$ cat src/design/c3br_ram.sv
module c3br_ram #(
   parameter int WIDTH = 16,
   parameter int DEPTH = 64
) (
   input  logic                                        clock,
   input  logic                                        we,
   input  logic [(DEPTH > 1 ? $clog2(DEPTH) : 1)-1:0]  waddr,
   input  logic [WIDTH-1:0]                            wdata,
   input  logic [(DEPTH > 1 ? $clog2(DEPTH) : 1)-1:0]  raddr,
   output logic [WIDTH-1:0]                            rdata
);
   logic [WIDTH-1:0] mem [DEPTH];
   logic [WIDTH-1:0] rdata_ff;

   always_ff @(posedge clock) begin
      if (we) begin
         mem[waddr] <= wdata;
      end
      rdata_ff <= mem[raddr];
   end

   assign rdata = rdata_ff;
endmodule

$ cat config.mk
export PLATFORM = sky130hd
export DESIGN_NAME = c3br_ram
export DESIGN_NICKNAME = d
export VERILOG_FILES = /design/src/design/c3br_ram.sv
export SDC_FILE = /design/constraint.sdc
export NUM_CORES = 1
export LEC_CHECK = 0
export BUFFER_PORTS_ARGS = -buffer_cell sky130_fd_sc_hd__buf_4
export CORE_ASPECT_RATIO = 1.2
export CORE_UTILIZATION = 34
export DETAILED_ROUTE_END_ITERATION = 10
export GPL_TIMING_DRIVEN = 0
export HOLD_SLACK_MARGIN = 0.08
export SYNTH_ARGS = -nofsm -noshare
export SYNTH_HDL_FRONTEND = slang
export SYNTH_SLANG_ARGS = --single-unit
$ cat constraint.sdc
create_clock -name clock -period 3.5 [get_ports clock]
set_clock_uncertainty 0.05 [all_clocks]
set_input_delay 0.175 -clock clock [delete_from_list [all_inputs] [get_ports clock]]
set_output_delay 0.175 -clock clock [all_outputs]
set_load 0.03 [all_outputs]
==> metrics.txt <==
post-synth design cell area=40,000 um2; Synth async-reset ratio=0; nets in the synthesized netlist=1,859; endpoints failing setup=0; Max-slew headroom=0.269; initial antenna violation count=4; Area growth, synth to finish=15.6%; Critical path origin=raddr[2]; min Tclk post-route=2.46 ns; CP Max Fanout=10; initial core utilization=0.344; Yosys reg bits=1,040; RSZ-0062 raised after global routing=false; yosys warns=0; average wire per standard cell=roughly 28 um; die area=119,000 um2; PwrDens=556 nW/um2; CP endpoint kind=register; grt ovf=0; clock transition at the registers of the reported paths=0.07 ns; total CTS buffers=96; dpl hpwl=68,100 um; Max clock buf depth=3; die outline height=378 um; Slew @ Worst Pin=1.09 ns; HP Class=input port to register; crit path launch type=input port; total power=25.7 mW; Pleak=14.4 nW; CTS tree=built; Setup CP Type=input port to register; worst skew pair latency=about 0.66 ns; Root Driver=clkbuf_16; largest net degree at the start of global routing=65; 1st-iter DRT viols=2,041; crit share post-route=0.704; Final nets=2,050; final hold viol count=0; clk sinks=roughly 1,000; non-filler cells, final=about 3,600; Post-synth EDFFs=1,024; # port buffers=38; cell count after placement=3,443; antenna viol nets, final=0; Data required, critical path=~4.0 ns; run status=finished, violations left; area of the core=117,000 um2; post-CTS sizing=0; Mean Syn Cell Area=between 20 and 25 um2; Max VDD drop=about 330 uV; minimum hold slack=0.0823 ns; router iterations before antenna repair=11; sequential area share after synthesis=0.776; first-pass GRT wire length=145,000 um; Hold Startpoint=wdata[4]; H-tree depth reported by CTS=3; R2R Path Start=mem[23][1]$_DFFE_PP_; Post-Syn Instances=1,829; setup bufs post-CTS=0; GPL Wtd Cong=0.898; main flop type after synthesis=edfxtp_1; Die X=roughly 320 um; DRC=2; Slew Viols, Final=0; number of core rows=137; final WL=102,000 um; Cell variety after synth=43; I/O Pins=46; Peak Freq=0.406 GHz; vias in the first global route=between 15,000 and 20,000; Fill cells=~10,000; Total GRT Usage=0.173; Via Count=19,400; share of cells above drive strength 1=0.293; maxcap violations=0; via-per-instance ratio=5.33; failing checks=design-rule violations; Arr. time, crit path=~3.0 ns
[final timing paths]
check,cells after the start,slack (ns),end
max reg2reg,5,1.07,rdata[1]$_DFF_P_
max,8,1.04,rdata[11]$_DFF_P_
min reg2reg,4,0.89,rdata[10]$_DFF_P_
min,1,0.08,mem[38][4]$_DFFE_PP_
[Yosys cell counts, drive strengths merged (3+ instances only)]
cell type | n | share of area
edfxtp | 1024 | 0.77
mux4 | 224 | 0.13
mux2i | 85 | 0.021
buf | 77 | 0.016
nor2 | 74 | 0.0071
nand2 | 60 | 0.0058
a22oi | 39 | 0.0073
nor2b | 30 | 0.0047
clkbuf | 27 | 0.0027
mux2 | 27 | 0.0076
nand3 | 24 | 0.0030
a21oi | 17 | 0.0021
a221oi | 16 | 0.0035
dfxtp | 16 | 0.0080
nand4 | 12 | 0.0019
a211o | 8 | 0.0017
a211oi | 8 | 0.0015
a311oi | 8 | 0.0017
a31oi | 8 | 0.0012
o21ai | 8 | 0.0010
a221o | 6 | 0.0015
a22o | 6 | 0.0013
a41oi | 5 | 0.0011
and4 | 5 | 0.0011
nand2b | 3 | 0.00047
nor4 | 3 | 0.00094
[sequential cells by signal, indices dropped and copies added (netlist names)]
signal,cells
rdata,16
mem,1024
[layout by cell type (no fill, tap or decap), types with 4 or more instances in the layout]
cell	Yosys	routed
edfxtp_1	1024	1024
mux4_2	220	220
clkbuf_16	0	98
mux2i_1	85	85
nor2_2	2	62
nand2_1	59	59
buf_4	13	53
clkbuf_1	24	50
buf_8	3	46
a22oi_1	39	39
buf_2	36	36
nor2b_1	30	30
mux2_2	27	27
nand3_1	24	24
buf_6	17	19
a21oi_1	17	17
a221oi_1	16	16
dfxtp_1	16	16
clkinv_1	0	13
clkinv_2	0	13
nor2_1	72	12
nand4_1	12	12
bufinv_16	0	10
a211o_1	8	8
a31oi_1	8	8
a211oi_1	8	8
a311oi_1	8	8
dlygate4sd3_1	0	8
a22o_1	6	6
a221o_1	6	6
buf_12	5	5
a41oi_1	5	5
o21ai_0	5	5
and4_1	5	5
diode_2	0	4
mux4_1	4	4
clkinv_4	0	4
clkinvlp_4	0	4
[per-stage QoR]
stage	setup TNS (ns)	util	area, um2	worst slack [ns]
6_report	0	0.397	46300	1.04
5_1_grt	0	0.397	46300	1.03
4_1_cts	0	0.397	46300	0.846
3_5_place_dp	0	0.370	43100	0.148
3_3_place_gp	-3.14	0.362	42200	-0.116
2_1_floorplan	0	-	40000	1.24
[metal layers]
metal | up-vias | track usage | routed length [um]
li1 | 8072 | - | -
met5 | - | 0 | 29
met3 | 198 | 0.0287 | 6710
met2 | 786 | 0.285 | 50100
met1 | 10300 | 0.220 | 40000
met4 | 4 | 0.0881 | 5490
[cell families (layout without fill, tap and decap cells)]
| family | Yosys count | count (layout) | synth area share |
|---|---|---|---|
| AOI/OAI and AO/OA | 129 | 129 | 0.0241 |
| and+or+nand+nor | 220 | 220 | 0.0265 |
| muxes | 336 | 336 | 0.155 |
| DFF | 1040 | 1040 | 0.776 |
| buffers and inverters | 104 | 374 | 0.0183 |
| other | 0 | 4 | 0 |
[layout make-up]
| type | count | area, um2 | area share |
|---|---|---|---|
| antenna | 4 | 10.0 | 0.000216 |
| sequential | 1040 | 31100 | 0.671 |
| clock buffer | 125 | 2560 | 0.0554 |
| tap | 1529 | 1910 | 0.0413 |
| multi-input combinational | 685 | 8400 | 0.181 |
| timing repair buffer | 93 | 1050 | 0.0226 |
| buffer | 104 | 733 | 0.0158 |
| clock inverter | 52 | 557 | 0.0120 |
[worst max-delay path, cell delays in order]
cell and delay [ns]:
buf_2 0.28, buf_4 0.25, buf_2 0.39, buf_2 0.50, a211oi_1 0.16, a221oi_1 0.51, a221oi_1 0.35, a311oi_1 0.32
[power by group]
| part | leakage (nW) | switching, mW | internal, mW |
|---|---|---|---|
| Combinational | 3.55 | 0.964 | 0.505 |
| Sequential | 9.35 | 0.0259 | 13.8 |
| Clock | 1.52 | 4.51 | 5.93 |
[timing repair]
item / CTS / global route
setup endpoints to repair: 0 / 0
hold buffers: 8 / 0
hold endpoints to repair: 182 / 0
Note: power is estimated with default switching activity, not from simulation.
